--- config.mk ---
export PLATFORM = sky130hd
export DESIGN_NAME = ffa_cell
export DESIGN_NICKNAME = d
export VERILOG_FILES = /design/src/hdl/ffa_pkg.sv /design/src/hdl/ffa_cell.sv
export SDC_FILE = /design/constraint.sdc
export NUM_CORES = 1
export LEC_CHECK = 0
export ABC_AREA = 1
export BUFFER_PORTS_ARGS = -buffer_cell sky130_fd_sc_hd__buf_2
export CORE_AREA = 2 2 85 87
export CTS_CLUSTER_DIAMETER = 60
export CTS_CLUSTER_SIZE = 40
export DETAILED_ROUTE_END_ITERATION = 8
export DIE_AREA = 0 0 87 89
export PLACE_DENSITY_LB_ADDON = 0.1
export SLEW_MARGIN = 40
export SYNTH_ARGS = -nofsm -noshare
export SYNTH_HDL_FRONTEND = slang
export SYNTH_SLANG_ARGS = --single-unit
--- constraint.sdc ---
create_clock -name clock -period 3.7 [get_ports clock]
set_input_delay 0.555 -clock clock [delete_from_list [all_inputs] [get_ports clock]]
set_output_delay 0.555 -clock clock [all_outputs]
set_load 0.01 [all_outputs]
--- src/hdl/ffa_pkg.sv ---
// ----------------------------------------------------------------------------
// ffa_pkg
// Shared types and constants of the first-fit heap allocator.
// ----------------------------------------------------------------------------
package ffa_pkg;

   localparam int MAX_BLOCKS_DEF = 256;
   localparam int SIZE_W         = 26;
   localparam int IDX_W          = 16;

   localparam logic [31:0] HEAP_BASE_RESET  = 32'h0100_0000;
   localparam logic [26:0] HEAP_BYTES_RESET = 27'h400_0000;
   localparam logic [26:0] HEAP_BYTES_MAX   = 27'h400_0000;
   localparam int          HDR              = 32;
   localparam int          GRAIN            = 16;
   localparam int          GRAIN_MASK       = 15;
   localparam int          SPLIT_MIN        = HDR + GRAIN;

   localparam logic [1:0] OP_ALLOC   = 2'd0;
   localparam logic [1:0] OP_FREE    = 2'd1;
   localparam logic [1:0] OP_REALLOC = 2'd2;
   localparam logic [1:0] OP_STATS   = 2'd3;

   localparam logic CSR_HEAP_BASE  = 1'b0;
   localparam logic CSR_HEAP_BYTES = 1'b1;

   typedef struct packed {
      logic [SIZE_W-1:0] size;
      logic              used;
   } entry_type;

   typedef enum logic [2:0] {
      CMD_HOLD,
      CMD_ROTATE,
      CMD_SET,
      CMD_SPLIT,
      CMD_REMOVE
   } cmd_kind_type;

   typedef struct packed {
      cmd_kind_type     kind;
      logic [IDX_W-1:0] index;
      entry_type        data;
      entry_type        data2;
   } cell_cmd_type;

endpackage

--- src/hdl/ffa_cell.sv ---
// ----------------------------------------------------------------------------
// ffa_cell
// One entry of the block table; takes a neighbor's entry on rotate, insert
// and remove commands.
// ----------------------------------------------------------------------------
module ffa_cell #(
   parameter int IDX = 0
) (
   input  logic                 clock,
   input  ffa_pkg::cell_cmd_type cmd,
   input  ffa_pkg::entry_type   left,
   input  ffa_pkg::entry_type   right,
   output ffa_pkg::entry_type   entry
);
   import ffa_pkg::*;

   localparam logic [IDX_W:0] MY_IDX = (IDX_W+1)'(IDX);

   entry_type        entry_ff, entry_in;
   logic [IDX_W:0]   tgt;

   assign tgt = {1'b0, cmd.index};

   always_comb begin
      entry_in = entry_ff;
      unique case (cmd.kind)
         CMD_HOLD:   entry_in = entry_ff;
         CMD_ROTATE: entry_in = right;
         CMD_SET: begin
            if (MY_IDX == tgt) entry_in = cmd.data;
         end
         CMD_SPLIT: begin
            if (MY_IDX == tgt) entry_in = cmd.data;
            else if (MY_IDX == tgt + 1'b1) entry_in = cmd.data2;
            else if (MY_IDX > tgt + 1'b1) entry_in = left;
         end
         CMD_REMOVE: begin
            if (MY_IDX >= tgt) entry_in = right;
         end
         default: entry_in = entry_ff;
      endcase
   end

   always_ff @(posedge clock) begin
      entry_ff <= entry_in;
   end

   assign entry = entry_ff;

endmodule

==> results of run 1 <==
-- critical path: cells and delay by family --
kind                     cells  cell delay [ps]
adder cells (fa/ha/maj)      1              210
AO/OA/AOI/OAI                1              110
AND/OR/NAND/NOR             11             1340
buffers and inverters        2              450
-- how the worst min path moves through the flow --
stage / start / to / depth (start not counted)
2_1_floorplan: cmd[27] / entry[0] / 2
3_3_place_gp: cmd[27] / entry[0] / 3
3_5_place_dp: right[15] / entry[15] / 3
4_1_cts: right[15] / entry[15] / 3
5_1_grt: cmd[35] / entry[8] / 3
6_report: cmd[27] / entry[0] / 3
-- through the flow --
| step | power (mW) | worst slack, ps |
|---|---|---|
| 2_1_floorplan | 0.521 | 223 |
| 3_5_place_dp | 0.663 | 671 |
| 3_3_place_gp | 0.661 | 745 |
| 4_1_cts | 0.821 | 958 |
| 6_report | 0.814 | 969 |
| 5_1_grt | 0.865 | 700 |
-- power by group --
group	switching, mW	total, mW	internal [mW]
registers	0.00897	0.389	0.380
logic	0.152	0.268	0.116
clock network	0.0802	0.157	0.0768
total	0.242	0.814	0.572
-- per-layer routing --
layer	track usage, %	vias to the layer above	share of wire (%)
met5	0	-	0
met4	6.96	0	1.7
met3	1.66	12	7.9
met2	41.2	129	50
met1	27.3	1455	40
li1	-	1697	-
-- cells by family after synthesis --
logic type / share of synthesized area, %
DFF: 29.9
and+or+nand+nor: 44.2
adders and majority gates: 0.923
buffers and inverters: 11.4
AOI/OAI and AO/OA: 13.5
-- synth_stat cells (all sizes together) --
library cell  count
clkbuf            9
nand2           140
a22oi            27
edfxtp           27
buf               9
nor4              2
o211ai            1
inv              55
a21oi             2
o21ai            29
nor2             28
nand4            12
nor3              6
ha                2
nand3            70
-- layout make-up --
cell class                 count  area, um^2
fill                         705        3150
multi-input combinational    319        1600
sequential                    27         811
timing repair buffer         159         808
inverter                      55         206
tap                           80         100
clock buffer                   4        45.0
==> results.yml, run 1 <==
detailed_routing:
  vias: 3293
  via_per_inst: 5.11
  ant_nets: 0
  routed_wl_um: 8890
  drc_errors: 0
  wl_per_cell_um: 13.8
  dr.first_iter.drc_count: 139
  drtPass1Iterations: 5
setup_path:
  crit_arrival_ps: 2670
  endpoint: "entry[23]"
  cpMostUsedCell: "nand2_1"
  critical_path.cell_chain: "buf_2, ha_1, nand2_2, nor2_4, nand3_1, nand2_1, nand2_1, nor2_1, nand2_1, nor2_8, nand2_1, nand2_1, nand2_1, a21oi_2, buf_4"
  critPathKind: "in -> reg"
  cp_max_fo: 28
  slowest_stage: "nor2_8"
  critPathLaunch: "cmd[54]"
  worst_setup_path_start_kind: "primary input"
  max_stage_delay_ps: 350
  crit_required_ps: 3640
  endpoint_kind: "flop"
layout:
  final_cell_area_um2: 3570
  insertedDiodeCount: 0
  layout_common_cells: "154 x buf_2, 138 x nand2_1, 67 x nand3_1"
  final_common_cell: "buf_2"
  fin_util_pct: 53.1
  syn_to_final_growth_pct: 31.6
  largest_reg_flops: 27
  drive_gt1_share_pct: 32.3
  final_net_count: 695
  fin_cells: 644
yosys:
  yosysTopAreaCellShare_pct: 29.9
  ys_seq_area_share_pct: 29.9
  netlist_area_um2: 2710
  synth_nets: 549
  synth-seq-cells: 27
  yosys-top-cells-area: "edfxtp_1 30%, nand2_1 19%, nand3_1 12%, a22oi_1 7.5%, inv_1 7.3%"
  syn_area_per_cell_um2: 6.47
  synthCells: 419
  synth_area_leader_cell: "edfxtp_1"
  synth.distinct_cells: 25
  yosysWarnings: 0
clocking:
  post_cts_buffers: 0
  cts-hold-fix-buffers: 0
  cts.path.max_buffers: 2
  cts_buffers: 3
  cts-root-buf: "clkbuf_8"
  htree_levels: 1
  cts_tree: "built"
  cts.sinks: 27
  clkSlewWorstSetupHoldPaths_ps: 80
  cts_resized: 0
sta:
  relSlewSlack_pct: 64.7
  hold_ws_ps: 594
  report.final.slew_viol_count: 0
  tightest_slew_ps: 530
  setup_viol: 0
  hold_viol_final: 0
  rsz0062_at_grt: "false"
  period_share_pct: 73.8
  finalSetupTns_ps: 0
  min_period_ps: 2730
  max_freq_mhz: 366
die:
  num_rows: 30
  die_area_um2: 7740
  ios: 155
  die_x_um: 87
  start_util_pct: 40.3
  core-area_um2: 6720
  die_h_um: 89
place:
  dpl_cell_area_um2: 3520
  gp_congestion: 0.922
  dpl.cell_count: 640
  hpwl_um: 6950
  numPortBuffers: 154
run_status:
  outcome: "finished, final reports clean"
global_routing:
  grt_max_degree: 56
  antenna_found_initial: 0
  first_global_vias: 3105
  track_usage_pct: 22.2
  grt_pass1_wl_um: 13800
  grt-ovfl-total: 0
power:
  power.density_nw_per_um2: 228
  leakage_nw: 2.03
  ir_worst_vdd_mv: 0.114
run:
  maxCapViolCount: 0
min_path:
  holdCritPathClass: "in -> reg"
Note: power is estimated with default switching activity, not from simulation.
==> inputs of run 2 (changes only) <==
--- a/config.mk
+++ b/config.mk
@@ -7,11 +7,11 @@
 export LEC_CHECK = 0
 export ABC_AREA = 1
 export BUFFER_PORTS_ARGS = -buffer_cell sky130_fd_sc_hd__buf_2
-export CORE_AREA = 2 2 85 87
+export CORE_AREA = 2 2 81 83
 export CTS_CLUSTER_DIAMETER = 60
 export CTS_CLUSTER_SIZE = 40
 export DETAILED_ROUTE_END_ITERATION = 8
-export DIE_AREA = 0 0 87 89
+export DIE_AREA = 0 0 83 85
 export PLACE_DENSITY_LB_ADDON = 0.1
 export SLEW_MARGIN = 40
 export SYNTH_ARGS = -nofsm -noshare
==> constraint.sdc (replaced) <==
create_clock -name clock -period 2.71 [get_ports clock]
set_input_delay 0.4065 -clock clock [delete_from_list [all_inputs] [get_ports clock]]
set_output_delay 0.4065 -clock clock [all_outputs]
set_load 0.01 [all_outputs]
==> results.yml, run 2 (synthesis results as in run 1) <==
sta:
  tightest_slew_ps: 482
  min_period_ps: 2200
  report.final.slew_viol_count: 0
  hold_ws_ps: 439
  setup_viol: 0
  finalSetupTns_ps: 0
  period_share_pct: 81.1
  hold_viol_final: 0
  max_freq_mhz: 455
  rsz0062_at_grt: "false"
  relSlewSlack_pct: 67.8
setup_path:
  cp_max_fo: 27
  worst_setup_path_start_kind: "primary input"
  crit_arrival_ps: 2340
  critPathLaunch: "cmd[54]"
  endpoint_kind: "flop"
  endpoint: "entry[15]"
  crit_required_ps: 2850
  critPathKind: "in -> reg"
clocking:
  cts.path.max_buffers: 2
  clkSlewWorstSetupHoldPaths_ps: 90
  cts_buffers: 3
  cts_tree: "built"
  post_cts_buffers: 0
  cts_resized: 0
  cts-hold-fix-buffers: 0
  cts-root-buf: "clkbuf_8"
  htree_levels: 1
  cts.sinks: 27
layout:
  final_common_cell: "buf_2"
  syn_to_final_growth_pct: 33.7
  drive_gt1_share_pct: 32.7
  final_net_count: 699
  insertedDiodeCount: 0
  final_cell_area_um2: 3620
  largest_reg_flops: 27
  layout_common_cells: "154 x buf_2, 138 x nand2_1, 67 x nand3_1"
die:
  core-area_um2: 6200
  die_area_um2: 7060
  die_x_um: 83
  start_util_pct: 43.7
  num_rows: 29
  die_h_um: 85
  ios: 155
place:
  gp_congestion: 0.939
  hpwl_um: 6750
  dpl_cell_area_um2: 3580
  numPortBuffers: 154
detailed_routing:
  ant_nets: 0
  routed_wl_um: 8690
  drtPass1Iterations: 4
  via_per_inst: 5.17
  vias: 3334
  wl_per_cell_um: 13.5
  drc_errors: 0
  dr.first_iter.drc_count: 208
power:
  p_total_mw: 1.12
  ir_worst_vdd_mv: 0.183
  power.density_nw_per_um2: 309
  leakage_nw: 2.07
global_routing:
  grt_max_degree: 56
  grt_util_met3_pct: 2.63
  grt-ovfl-total: 0
  grtUsageMet1_pct: 31.2
  track_usage_pct: 24.8
  met2_usage_pct: 44.0
  grt_pass1_wl_um: 14500
  antenna_found_initial: 0
  busiest_layer: "met2"
  first_global_vias: 3220
run:
  maxCapViolCount: 0
min_path:
  hp-start: "right[14]"
  holdCritPathClass: "in -> reg"
run_status:
  outcome: "finished, final reports clean"
[run 2: changes by cell type in the layout (fill, tap and decap cells not counted), sizes merged]
cell / before / now
buf: 159 / 163
[run 2: critical path, cell delays in order]
cell     delay, ps
buf_2          120
ha_1           210
nand3_1        130
nor2_1         180
nand3_1         90
nand2_1         70
nand2_1         70
nor2_1         100
nand2_1        140
nor2_8         110
buf_4          300
nand3_1        170
nand3_1        130
nand2_1         50
nand2_1         50
[run 2: cell type report]
| class | count | area, um^2 |
|---|---|---|
| inverter | 55 | 206 |
| fill | 613 | 2580 |
| tap | 77 | 96.3 |
| multi-input combinational | 319 | 1600 |
| clock buffer | 4 | 45.0 |
| timing repair buffer | 163 | 863 |
| sequential | 27 | 811 |
[run 2: worst min path at each step]
stage               slack, ps   endpoint  depth (start not counted)
detailed placement        710  entry[14]                          3
global route              440  entry[21]                          3
global placement          710   entry[0]                          3
finish                    440  entry[14]                          3
CTS                       430  entry[14]                          3
floorplan                 610   entry[0]                          2
[run 2: metrics by stage]
stage               worst slack (ps)  instances  util (%)
CTS                              529        645      58.4
detailed placement               244        641      57.7
floorplan                        211        419         -
finish                           513        645      58.4
global placement                 266        641      57.7
global route                     265        645      58.4
[run 2: per-layer routing]
metal | share of wire (%) | wire (um) | vias up
met1 | 41 | 3600 | 1474
li1 | - | - | 1707
met2 | 50 | 4350 | 139
met5 | 0 | 0 | -
met4 | 2.4 | 208 | 0
met3 | 6.2 | 538 | 14
[run 2: power breakdown]
part           switching, mW  internal, mW
registers             0.0104         0.518
clock network          0.117         0.105
logic                  0.208         0.163
total                  0.336         0.786
